File: config.mk
export PLATFORM = sky130hd
export DESIGN_NAME = spi_gpio_expander_core
export DESIGN_NICKNAME = d
export VERILOG_FILES = /design/src/hdl/sge_pkg.sv /design/src/hdl/sge_ctrl.sv /design/src/hdl/sge_datapath.sv /design/src/hdl/spi_gpio_expander_core.sv
export SDC_FILE = /design/constraint.sdc
export NUM_CORES = 1
export LEC_CHECK = 0
export BUFFER_PORTS_ARGS = -buffer_cell sky130_fd_sc_hd__buf_2
export CORE_ASPECT_RATIO = 0.6
export CORE_UTILIZATION = 61
export CTS_CLUSTER_DIAMETER = 50
export CTS_CLUSTER_SIZE = 16
export DETAILED_ROUTE_END_ITERATION = 10
export GPL_TIMING_DRIVEN = 0
export PLACE_DENSITY = 0.8
export SETUP_SLACK_MARGIN = 0.15
export SYNTH_ARGS = -nofsm -noshare
export SYNTH_HDL_FRONTEND = slang
export SYNTH_HIERARCHICAL = 1
export SYNTH_SLANG_ARGS = --single-unit
File: constraint.sdc
create_clock -name i_clk -period 2.8 [get_ports i_clk]
set_input_delay 0.28 -clock i_clk [delete_from_list [all_inputs] [get_ports i_clk]]
set_output_delay 0.28 -clock i_clk [all_outputs]
set_load 0.005 [all_outputs]
File: src/hdl/sge_pkg.sv
`timescale 1ns / 1ps

package sge_pkg;

    // event kinds carried by the opcode field
    typedef enum logic [1:0] {
        OP_CS_EDGE  = 2'd0,
        OP_SPI_BYTE = 2'd1,
        OP_PIN_CHG  = 2'd2,
        OP_NONE     = 2'd3
    } t_opcode;

    // position within a transaction
    typedef enum logic [1:0] {
        PH_ADDR = 2'd0,
        PH_REG  = 2'd1,
        PH_DATA = 2'd2
    } t_phase;

    // commands from the controller to the datapath
    typedef struct packed {
        logic load_out;
        logic take_addr;
        logic take_ptr;
        logic data_xfer;
        logic pin_evt;
    } t_cmd;

    localparam int REG_COUNT = 11;

    localparam logic [7:0] REG_DIR     = 8'd0;
    localparam logic [7:0] REG_POL     = 8'd1;
    localparam logic [7:0] REG_EN      = 8'd2;
    localparam logic [7:0] REG_COMPARE = 8'd3;
    localparam logic [7:0] REG_INT_CFG = 8'd4;
    localparam logic [7:0] REG_CTRL    = 8'd5;
    localparam logic [7:0] REG_PULLUP  = 8'd6;
    localparam logic [7:0] REG_FLAG    = 8'd7;
    localparam logic [7:0] REG_CAP     = 8'd8;
    localparam logic [7:0] REG_PORT    = 8'd9;
    localparam logic [7:0] REG_LATCH   = 8'd10;

    localparam logic [7:0] DIR_RESET  = 8'hFF;
    localparam int         CTRL_POL_BIT = 1;
    localparam int         READ_BIT     = 0;

endpackage

File: src/hdl/sge_ctrl.sv
`timescale 1ns / 1ps

module sge_ctrl
    import sge_pkg::*;
(
    input  logic       i_clk,
    input  logic       i_rst_n,
    input  logic       i_in_valid,
    output logic       o_in_ready,
    input  logic [1:0] i_opcode,
    output logic       o_out_valid,
    input  logic       i_out_ready,
    output t_cmd       o_cmd
);

    t_phase r_phase, n_phase;
    logic   r_out_valid, n_out_valid;
    logic   w_accept;

    assign o_in_ready  = !r_out_valid || i_out_ready;
    assign w_accept    = i_in_valid && o_in_ready;
    assign o_out_valid = r_out_valid;

    always_ff @(posedge i_clk) begin
        if (!i_rst_n) begin
            r_phase     <= PH_ADDR;
            r_out_valid <= 1'b0;
        end else begin
            r_phase     <= n_phase;
            r_out_valid <= n_out_valid;
        end
    end

    always_comb begin
        n_phase     = r_phase;
        n_out_valid = r_out_valid;
        o_cmd       = '0;
        if (w_accept) begin
            o_cmd.load_out = 1'b1;
            n_out_valid    = 1'b1;
            case (t_opcode'(i_opcode))
                OP_CS_EDGE: begin
                    n_phase = PH_ADDR;
                end
                OP_SPI_BYTE: begin
                    case (r_phase)
                        PH_ADDR: begin
                            o_cmd.take_addr = 1'b1;
                            n_phase         = PH_REG;
                        end
                        PH_REG: begin
                            o_cmd.take_ptr = 1'b1;
                            n_phase        = PH_DATA;
                        end
                        PH_DATA: begin
                            o_cmd.data_xfer = 1'b1;
                        end
                        default: begin
                            n_phase = PH_ADDR;
                        end
                    endcase
                end
                OP_PIN_CHG: begin
                    o_cmd.pin_evt = 1'b1;
                end
                default: begin
                end
            endcase
        end else if (i_out_ready) begin
            n_out_valid = 1'b0;
        end
    end

`ifndef SYNTHESIS
    // a held result blocks new transfers
    a_hold_blocks: assert property (@(posedge i_clk) disable iff (!i_rst_n)
        (r_out_valid && !i_out_ready) |-> !o_in_ready)
        else $error("input taken while result is held");

    // every accepted transfer yields a result next cycle
    a_result_follows: assert property (@(posedge i_clk) disable iff (!i_rst_n)
        (i_in_valid && o_in_ready) |=> o_out_valid)
        else $error("accepted transfer gave no result");

    // at most one datapath action per transfer
    a_one_action: assert property (@(posedge i_clk) disable iff (!i_rst_n)
        $onehot0({o_cmd.take_addr, o_cmd.take_ptr, o_cmd.data_xfer, o_cmd.pin_evt}))
        else $error("more than one datapath action");

    // the register byte always moves the transaction into the data phase
    a_ptr_to_data: assert property (@(posedge i_clk) disable iff (!i_rst_n)
        o_cmd.take_ptr |=> (r_phase == PH_DATA))
        else $error("phase did not advance after register byte");
`endif

endmodule

File: src/hdl/sge_datapath.sv
`timescale 1ns / 1ps

module sge_datapath
    import sge_pkg::*;
(
    input  logic       i_clk,
    input  logic       i_rst_n,
    input  t_cmd       i_cmd,
    input  logic [7:0] i_spi_byte,
    input  logic [2:0] i_pin_index,
    input  logic       i_pin_level,
    input  logic       i_cfg_we,
    input  logic [1:0] i_cfg_wdata,
    output logic [7:0] o_miso_byte,
    output logic       o_int_line
);

    logic [1:0] r_chip_addr;
    logic       r_selected, n_selected;
    logic       r_read_mode, n_read_mode;
    logic [7:0] r_ptr, n_ptr;
    logic [7:0] r_pins, n_pins;
    logic [7:0] r_dir, n_dir;
    logic [7:0] r_pol, n_pol;
    logic [7:0] r_en, n_en;
    logic [7:0] r_compare, n_compare;
    logic [7:0] r_int_cfg, n_int_cfg;
    logic [7:0] r_ctrl, n_ctrl;
    logic [7:0] r_pullup, n_pullup;
    logic [7:0] r_flag, n_flag;
    logic [7:0] r_cap, n_cap;
    logic [7:0] r_latch, n_latch;
    logic [7:0] r_miso, n_miso;
    logic       r_int, n_int;

    logic [7:0] w_port_now;
    logic [7:0] w_port_after;
    logic [7:0] w_pins_after;
    logic [7:0] w_mask;
    logic [7:0] w_read_data;

    assign w_port_now   = ((r_pins ^ r_pol) & r_dir) | (r_latch & ~r_dir);
    assign w_mask       = 8'd1 << i_pin_index;
    assign w_pins_after = i_pin_level ? (r_pins | w_mask) : (r_pins & ~w_mask);
    assign w_port_after = ((w_pins_after ^ r_pol) & r_dir) | (r_latch & ~r_dir);

    always_comb begin
        case (r_ptr)
            REG_DIR:     w_read_data = r_dir;
            REG_POL:     w_read_data = r_pol;
            REG_EN:      w_read_data = r_en;
            REG_COMPARE: w_read_data = r_compare;
            REG_INT_CFG: w_read_data = r_int_cfg;
            REG_CTRL:    w_read_data = r_ctrl;
            REG_PULLUP:  w_read_data = r_pullup;
            REG_FLAG:    w_read_data = r_flag;
            REG_CAP:     w_read_data = r_cap;
            REG_PORT:    w_read_data = w_port_now;
            REG_LATCH:   w_read_data = r_latch;
            default:     w_read_data = 8'd0;
        endcase
    end

    always_comb begin
        n_selected  = r_selected;
        n_read_mode = r_read_mode;
        n_ptr       = r_ptr;
        n_pins      = r_pins;
        n_dir       = r_dir;
        n_pol       = r_pol;
        n_en        = r_en;
        n_compare   = r_compare;
        n_int_cfg   = r_int_cfg;
        n_ctrl      = r_ctrl;
        n_pullup    = r_pullup;
        n_flag      = r_flag;
        n_cap       = r_cap;
        n_latch     = r_latch;
        n_miso      = 8'd0;

        if (i_cmd.take_addr) begin
            n_selected  = (i_spi_byte[2:1] == r_chip_addr);
            n_read_mode = i_spi_byte[READ_BIT];
        end
        if (i_cmd.take_ptr) begin
            n_ptr = i_spi_byte;
        end
        if (i_cmd.data_xfer && r_selected) begin
            if (r_read_mode) begin
                n_miso = w_read_data;
                // reading port or capture acknowledges the interrupt
                if (r_ptr == REG_PORT || r_ptr == REG_CAP) begin
                    n_flag = 8'd0;
                end
            end else begin
                case (r_ptr)
                    REG_DIR:     n_dir     = i_spi_byte;
                    REG_POL:     n_pol     = i_spi_byte;
                    REG_EN:      n_en      = i_spi_byte;
                    REG_COMPARE: n_compare = i_spi_byte;
                    REG_INT_CFG: n_int_cfg = i_spi_byte;
                    REG_CTRL:    n_ctrl    = i_spi_byte;
                    REG_PULLUP:  n_pullup  = i_spi_byte;
                    REG_PORT:    n_latch   = i_spi_byte;
                    REG_LATCH:   n_latch   = i_spi_byte;
                    default: begin
                    end
                endcase
            end
        end
        if (i_cmd.pin_evt) begin
            n_pins = w_pins_after;
            if (((w_port_now ^ w_port_after) & w_mask & r_en) != 8'd0) begin
                n_flag = r_flag | w_mask;
                n_cap  = w_port_after;
            end
        end

        // active-high when the control bit is set, otherwise active-low
        n_int = (n_flag != 8'd0) ^ ~n_ctrl[CTRL_POL_BIT];
    end

    always_ff @(posedge i_clk) begin
        if (!i_rst_n) begin
            r_chip_addr <= 2'd0;
            r_selected  <= 1'b0;
            r_read_mode <= 1'b0;
            r_ptr       <= 8'd0;
            r_pins      <= 8'd0;
            r_dir       <= DIR_RESET;
            r_pol       <= 8'd0;
            r_en        <= 8'd0;
            r_compare   <= 8'd0;
            r_int_cfg   <= 8'd0;
            r_ctrl      <= 8'd0;
            r_pullup    <= 8'd0;
            r_flag      <= 8'd0;
            r_cap       <= 8'd0;
            r_latch     <= 8'd0;
        end else begin
            if (i_cfg_we) begin
                r_chip_addr <= i_cfg_wdata;
            end
            if (i_cmd.load_out) begin
                r_selected  <= n_selected;
                r_read_mode <= n_read_mode;
                r_ptr       <= n_ptr;
                r_pins      <= n_pins;
                r_dir       <= n_dir;
                r_pol       <= n_pol;
                r_en        <= n_en;
                r_compare   <= n_compare;
                r_int_cfg   <= n_int_cfg;
                r_ctrl      <= n_ctrl;
                r_pullup    <= n_pullup;
                r_flag      <= n_flag;
                r_cap       <= n_cap;
                r_latch     <= n_latch;
            end
        end
    end

    // result register, held until the transfer on the output side
    always_ff @(posedge i_clk) begin
        if (i_cmd.load_out) begin
            r_miso <= n_miso;
            r_int  <= n_int;
        end
    end

    assign o_miso_byte = r_miso;
    assign o_int_line  = r_int;

endmodule

File: src/hdl/spi_gpio_expander_core.sv
`timescale 1ns / 1ps

// Eight-pin SPI I/O expander driven by one event per input transfer: a
// chip-select edge, an SPI byte or a pin level change. Each event produces
// exactly one result (returned MISO byte and interrupt pin level) in an
// output register in the cycle after the input transfer. The block takes
// one event per clock; it accepts a new event whenever the output register
// is empty or is being emptied in the same cycle, so only back-pressure on
// the output side slows it. The user must write the chip address through
// i_cfg_we / i_cfg_wdata only while idle; the block does not enforce it.

module spi_gpio_expander_core
    import sge_pkg::*;
(
    input  logic       i_clk,
    input  logic       i_rst_n,
    input  logic       i_cfg_we,
    input  logic [1:0] i_cfg_wdata,
    input  logic       i_in_valid,
    output logic       o_in_ready,
    input  logic [1:0] i_opcode,
    input  logic [7:0] i_spi_byte,
    input  logic [2:0] i_pin_index,
    input  logic       i_pin_level,
    output logic       o_out_valid,
    input  logic       i_out_ready,
    output logic [7:0] o_miso_byte,
    output logic       o_int_line
);

    t_cmd w_cmd;

    sge_ctrl u_ctrl (
        .i_clk       (i_clk),
        .i_rst_n     (i_rst_n),
        .i_in_valid  (i_in_valid),
        .o_in_ready  (o_in_ready),
        .i_opcode    (i_opcode),
        .o_out_valid (o_out_valid),
        .i_out_ready (i_out_ready),
        .o_cmd       (w_cmd)
    );

    sge_datapath u_datapath (
        .i_clk       (i_clk),
        .i_rst_n     (i_rst_n),
        .i_cmd       (w_cmd),
        .i_spi_byte  (i_spi_byte),
        .i_pin_index (i_pin_index),
        .i_pin_level (i_pin_level),
        .i_cfg_we    (i_cfg_we),
        .i_cfg_wdata (i_cfg_wdata),
        .o_miso_byte (o_miso_byte),
        .o_int_line  (o_int_line)
    );

endmodule
After elaboration in Yosys (flattened, before gate mapping)
Cells that the tools add are included.
{"block": "op_classes", "bitwise": 18, "n_reduce_logical": 27, "eq_ne": 16, "muxes": 20, "n_shift": 1}
{"operator": "8-bit one-hot mux with 11 select lines", "count": 1}
{"operator": "8-bit AND", "count": 6}
{"operator": "8-bit two-way mux", "count": 6}
{"operator": "8-bit by 3-bit equality test with 1-bit output (second input constant)", "count": 4}
{"operator": "8-bit bitwise OR", "count": 4}
{"operator": "4-bit AND reduction", "count": 8}
{"operator": "8-bit by 4-bit equality test with 1-bit output (second input constant)", "count": 3}
{"operator": "8-bit XOR", "count": 3}
{"operator": "8-bit by 2-bit equality test with 1-bit output (second input constant)", "count": 2}
{"operator": "8-bit NOT", "count": 2}
{"operator": "8-bit nonzero test", "count": 2}
{"operator": "8-bit by 1-bit equality test with 1-bit output (second input constant)", "count": 1}
{"operator": "8-bit zero test", "count": 1}
{"operator": "2-bit AND reduction", "count": 4}
{"operator": "1-bit by 3-bit left shift with 8-bit output (first input constant)", "count": 1}
{"operator": "1-bit two-way mux", "count": 6}
{"operator": "2-bit two-way mux", "count": 3}
{"operator": "2-bit one-hot mux with 3 select lines", "count": 1}
{"operator": "3-bit AND reduction", "count": 2}
{"operator": "5-bit two-way mux", "count": 1}
{"operator": "2-bit by 1-bit equality test with 1-bit output (second input constant)", "count": 2}
{"operator": "2-bit equality test (second input constant)", "count": 2}
{"operator": "2-bit zero test", "count": 2}
{"operator": "2-bit one-hot mux with 2 select lines", "count": 1}
{"operator": "10 further kinds", "count": 14}
{"block": "totals", "inputBits": 21, "regBits": 112, "out_inout_bits": 11}

Depth between registers and ports, before layout
{"block": "logic_depth", "ltp_word": 15, "ltp_mapped": 10}

Modules after synthesis
Netlist, hierarchy kept.
{"module": "sge_datapath", "seq_area_each_um2": 2272.2, "cells_per_inst": 655, "n_inst": 1, "area_per_inst_um2": 5800.6}
{"module": "sge_ctrl", "seq_area_each_um2": 60.1, "cells_per_inst": 24, "n_inst": 1, "area_per_inst_um2": 200.2}

Least setup slack after synthesis
No wires, ideal clock.
{"block": "synth_timing", "path_type": "reg2reg", "from": "register u_ctrl.r_out_valid, in the netlist u_ctrl/o_out_valid", "to": "register u_datapath.r_int, in the netlist u_datapath/o_int_line (data pin)", "t_required_ns": 2.665, "path_stages_with_launch": 9, "arrival_ns": 1.961, "path_buffers": 0, "setup_slack_ns": 0.704, "setup_ns": 0.135, "path_cell_list": "dfxtp_1 -> nor2b_4 -> nor2_1 -> and3_2 -> and3b_1 -> nand4_1 -> mux2_2 -> or4_1 -> nand3_1"}
{"item": "start: declaration", "line_no": "sge_ctrl.sv:17", "rtl": "logic r_out_valid, n_out_valid;"}
{"item": "start signal: assignment", "line_no": "sge_ctrl.sv:30", "rtl": "r_out_valid <= n_out_valid;"}
{"item": "end signal: assignment", "line_no": "sge_datapath.sv:167", "rtl": "r_int <= n_int;"}
{"item": "end: declaration", "line_no": "sge_datapath.sv:34", "rtl": "logic r_int, n_int;"}

Final worst setup path
{"block": "layout_timing", "from": "register u_datapath.r_ptr[7]", "to": "register u_datapath.r_miso[2], in the netlist u_datapath/o_miso_byte[2] (data pin)"}
{"block": "layout_between", "elab_chain_len": 2, "word_cells_on_any_way": 12, "cone_classes": "10 x eq/ne; 1 x mux; 1 x reduce/logical"}
{"item": "start: declaration", "line_no": "sge_datapath.sv:21", "rtl": "logic [7:0] r_ptr, n_ptr;"}
{"item": "start signal: assignment", "line_no": "sge_datapath.sv:147", "rtl": "r_ptr <= n_ptr;"}
{"item": "8-bit by 4-bit equality test with 1-bit output, or another cell as far along", "line_no": "sge_datapath.sv:48", "rtl": "case (r_ptr)"}
{"item": "8-bit one-hot mux with 11 select lines (*)", "line_no": "sge_datapath.sv:48"}
{"item": "end signal: assignment", "line_no": "sge_datapath.sv:166", "rtl": "r_miso <= n_miso;"}
{"item": "end: declaration", "line_no": "sge_datapath.sv:33", "rtl": "logic [7:0] r_miso, n_miso;"}
Mark *: on every way between the ends. The rest lies on a longest branch, timed or not.
A chain may end at the register's enable or synchronous reset.

==> results by group <==
Synth
  • Post-synth net total: 700
  • Post-synth ARST share: 0%
  • Yosys reg bits: 112
  • Main synth FF type: dfxtp_1
  • Syn_area_per_cell: a little under 9 sq um
  • Cell count after synthesis: a little under 700
  • Sequential share of the synthesized area: between 30% and 40%
  • Mapped cell area: between 6000 and 7000 sq um
  • Ys Warns: 6
  • Yosys cell types: between 60 and 70
  • Number of flops mapped to enable cells by yosys: 9

Drt
  • Final WL: 18200 um
  • Vias per cell: around 6.5
  • Antenna Nets Post-Route: 0
  • DR WL/cell: between 20 and 25 um
  • Length of the first detailed-routing pass in iterations: 5
  • DR vias: between 5000 and 6000
  • Detailed Route Iter0 Violations: approximately 540
  • # DRC: 0

Clocking
  • Hold buffers post-CTS: 0
  • Clock Sink Count: about 110
  • Worst skew pair latency: 360 ps
  • CTS buffer count: 9
  • Clock Root Buffer: clkbuf_16
  • Post-CTS Resized: 0
  • Reg clk slew, reported paths: approximately 70 ps
  • CTS tree: done
  • Post-CTS Setup Bufs: 0
  • Clock buffer depth: 2
  • CTS H-tree lvls: 3

Timing
  • Final Skew: about 7.5 ps
  • Fin. Hold Viols: 0
  • Least-Margin Pin Slew: between 700 and 800 ps
  • Slew Viols, Final: 0
  • RSZ-0062 raised after global routing: no
  • Setup_tns: 0 ps
  • Final setup fails: 0
  • Tmin final: between 2000 and 3000 ps
  • Max_slew headroom: between 40% and 50%
  • Max Fclk: between 0.3 and 0.4 GHz
  • Fin crit share: 94.3%

Floorplan
  • Die width: approximately 130 um
  • Chip Height: 78.8 um
  • I/O Pins: 32
  • Rows: 27
  • Die area: between 10000 and 15000 sq um
  • Starting Density: 64.1%
  • Core Region: approximately 9400 sq um

Worst setup path
  • Worst Path Max Fanout: 10
  • Startpoint types: register
  • Critical path type: register to register
  • Crit. End Element: register
  • Req. time, crit path: 2890 ps
  • Worst EP arrival: roughly 2700 ps

Power
  • Pleak: 2.75 nW
  • Pwr Density: between 400 and 500 nW/um^2
  • Worst IR drop on VDD: approximately 0.31 mV

Global route
  • Initial antenna violation count: 1
  • GR Overflow Total: 0
  • Largest net degree at the start of global routing: 18
  • GR Util met2: ~54%
  • Most Crowded Layer GR: met2
  • First-pass GRT wire length: approximately 28000 um
  • Met1 Use GR: ~53%
  • Vias in the first global route: just under 5000
  • GR Util All Layers: approximately 37%
  • Met3 usage: between 10% and 20%

Finish
  • Commonest cells after routing, fill and taps aside: dfxtp_1, nand2_1, mux2i_1
  • Share of cells above drive strength 1: 10.2%
  • P&R area growth vs syn: 9.51%
  • Final Cell Area: around 6600 sq um
  • # diodes: 0
  • Finished Layout Cells: between 800 and 900
  • # fillers: 781
  • NumNets Final: approximately 730

Place
  • IO buf count: 23
  • Placed Instances: 832
  • Area after DPL: around 6300 sq um
  • HPWL after DPL: 13400 um
  • GPL Wtd Cong: 0.935

Job
  • Max-Cap Viols: 0

Outcome
  • Status: completed

Hold path
  • Worst hold path type: input port to register
[through the flow]
step	power (mW)	util, %	worst slack [ps]	hold slack [ps]
5_1_grt	3.16	70.2	159	214
4_1_cts	3.09	70.1	241	206
2_1_floorplan	1.78	-	704	401
6_report	3.09	70.2	160	201
3_5_place_dp	1.84	67.1	174	455
3_3_place_gp	1.84	67.1	234	448
[Yosys cell counts, types with 7 or more instances]
cell type / number / area, sq um
o31ai_1: 12 / 90.1
nor3b_1: 10 / 75.1
o21ai_0: 13 / 65.1
and2_1: 13 / 81.3
clkbuf_1: 36 / 135
mux2i_1: 68 / 681
nor2_1: 25 / 93.8
xor2_1: 14 / 123
a21boi_0: 37 / 278
nand3_1: 24 / 120
a211oi_1: 8 / 60.1
a22o_1: 7 / 61.3
a22oi_1: 12 / 90.1
nor2b_1: 59 / 369
a31oi_1: 7 / 43.8
nand2_1: 103 / 387
dfxtp_1: 103 / 2060
and3_1: 14 / 87.6
edfxtp_1: 9 / 270
nor3_1: 11 / 55.1
[report_power, final]
group	internal [mW]	leakage [nW]	total [mW]	switching, mW
Sequential	1.62	0.918	1.63	0.00565
Combinational	0.0665	1.69	0.187	0.121
Clock	0.688	0.140	1.28	0.588
Total	2.38	2.75	3.09	0.715
[path summary, 6_finish.rpt]
check	cells after the start	start	end	slack, ps
min	3	i_cfg_wdata[1]	u_datapath/r_chip_addr[1]	200
min reg2reg	2	u_datapath/r_cap[6]	u_datapath/r_cap[6]	460
max	4	u_datapath/r_ptr[7]	u_datapath/o_miso_byte[2]	160
max reg2reg	4	u_datapath/r_ptr[7]	u_datapath/o_miso_byte[2]	160
[cell type report]
type | instances | area, sq um | share of cell area, %
timing repair buffer | 23 | 115 | 1.75
tap | 130 | 163 | 2.48
clock inverter | 4 | 46.3 | 0.704
multi-input combinational | 512 | 3440 | 52.4
clock buffer | 11 | 233 | 3.54
sequential | 112 | 2330 | 35.5
buffer | 49 | 219 | 3.33
inverter | 6 | 22.5 | 0.343
[worst max-delay path, cell delays in order, from the launching register on]
cell and delay [ps]:
dfxtp_1 350, or4_1 600, nor3_2 640, o21ai_0 300
a31oi_1 490
[layer usage]
layer  part of all wire, %  wire length [um]  up-vias
met4                   1.9               347        2
met2                    42              7580      309
met1                    45              8170     2649
met3                    12              2130       37
met5                 0.071                13        -
li1                      -                 -     2480
[cells by family (layout without fill, tap and decap cells)]
kind of cell	Yosys count	count (layout)	share of synthesized area (%)
buffers and inverters	55	93	4.00
muxes	75	75	12.8
DFF	112	112	38.9
and+or+nand+nor	293	293	26.0
xor gates and xnor gates	18	18	2.63
AOI/OAI and AO/OA	126	126	15.7
Note: power is estimated with default switching activity, not from simulation.
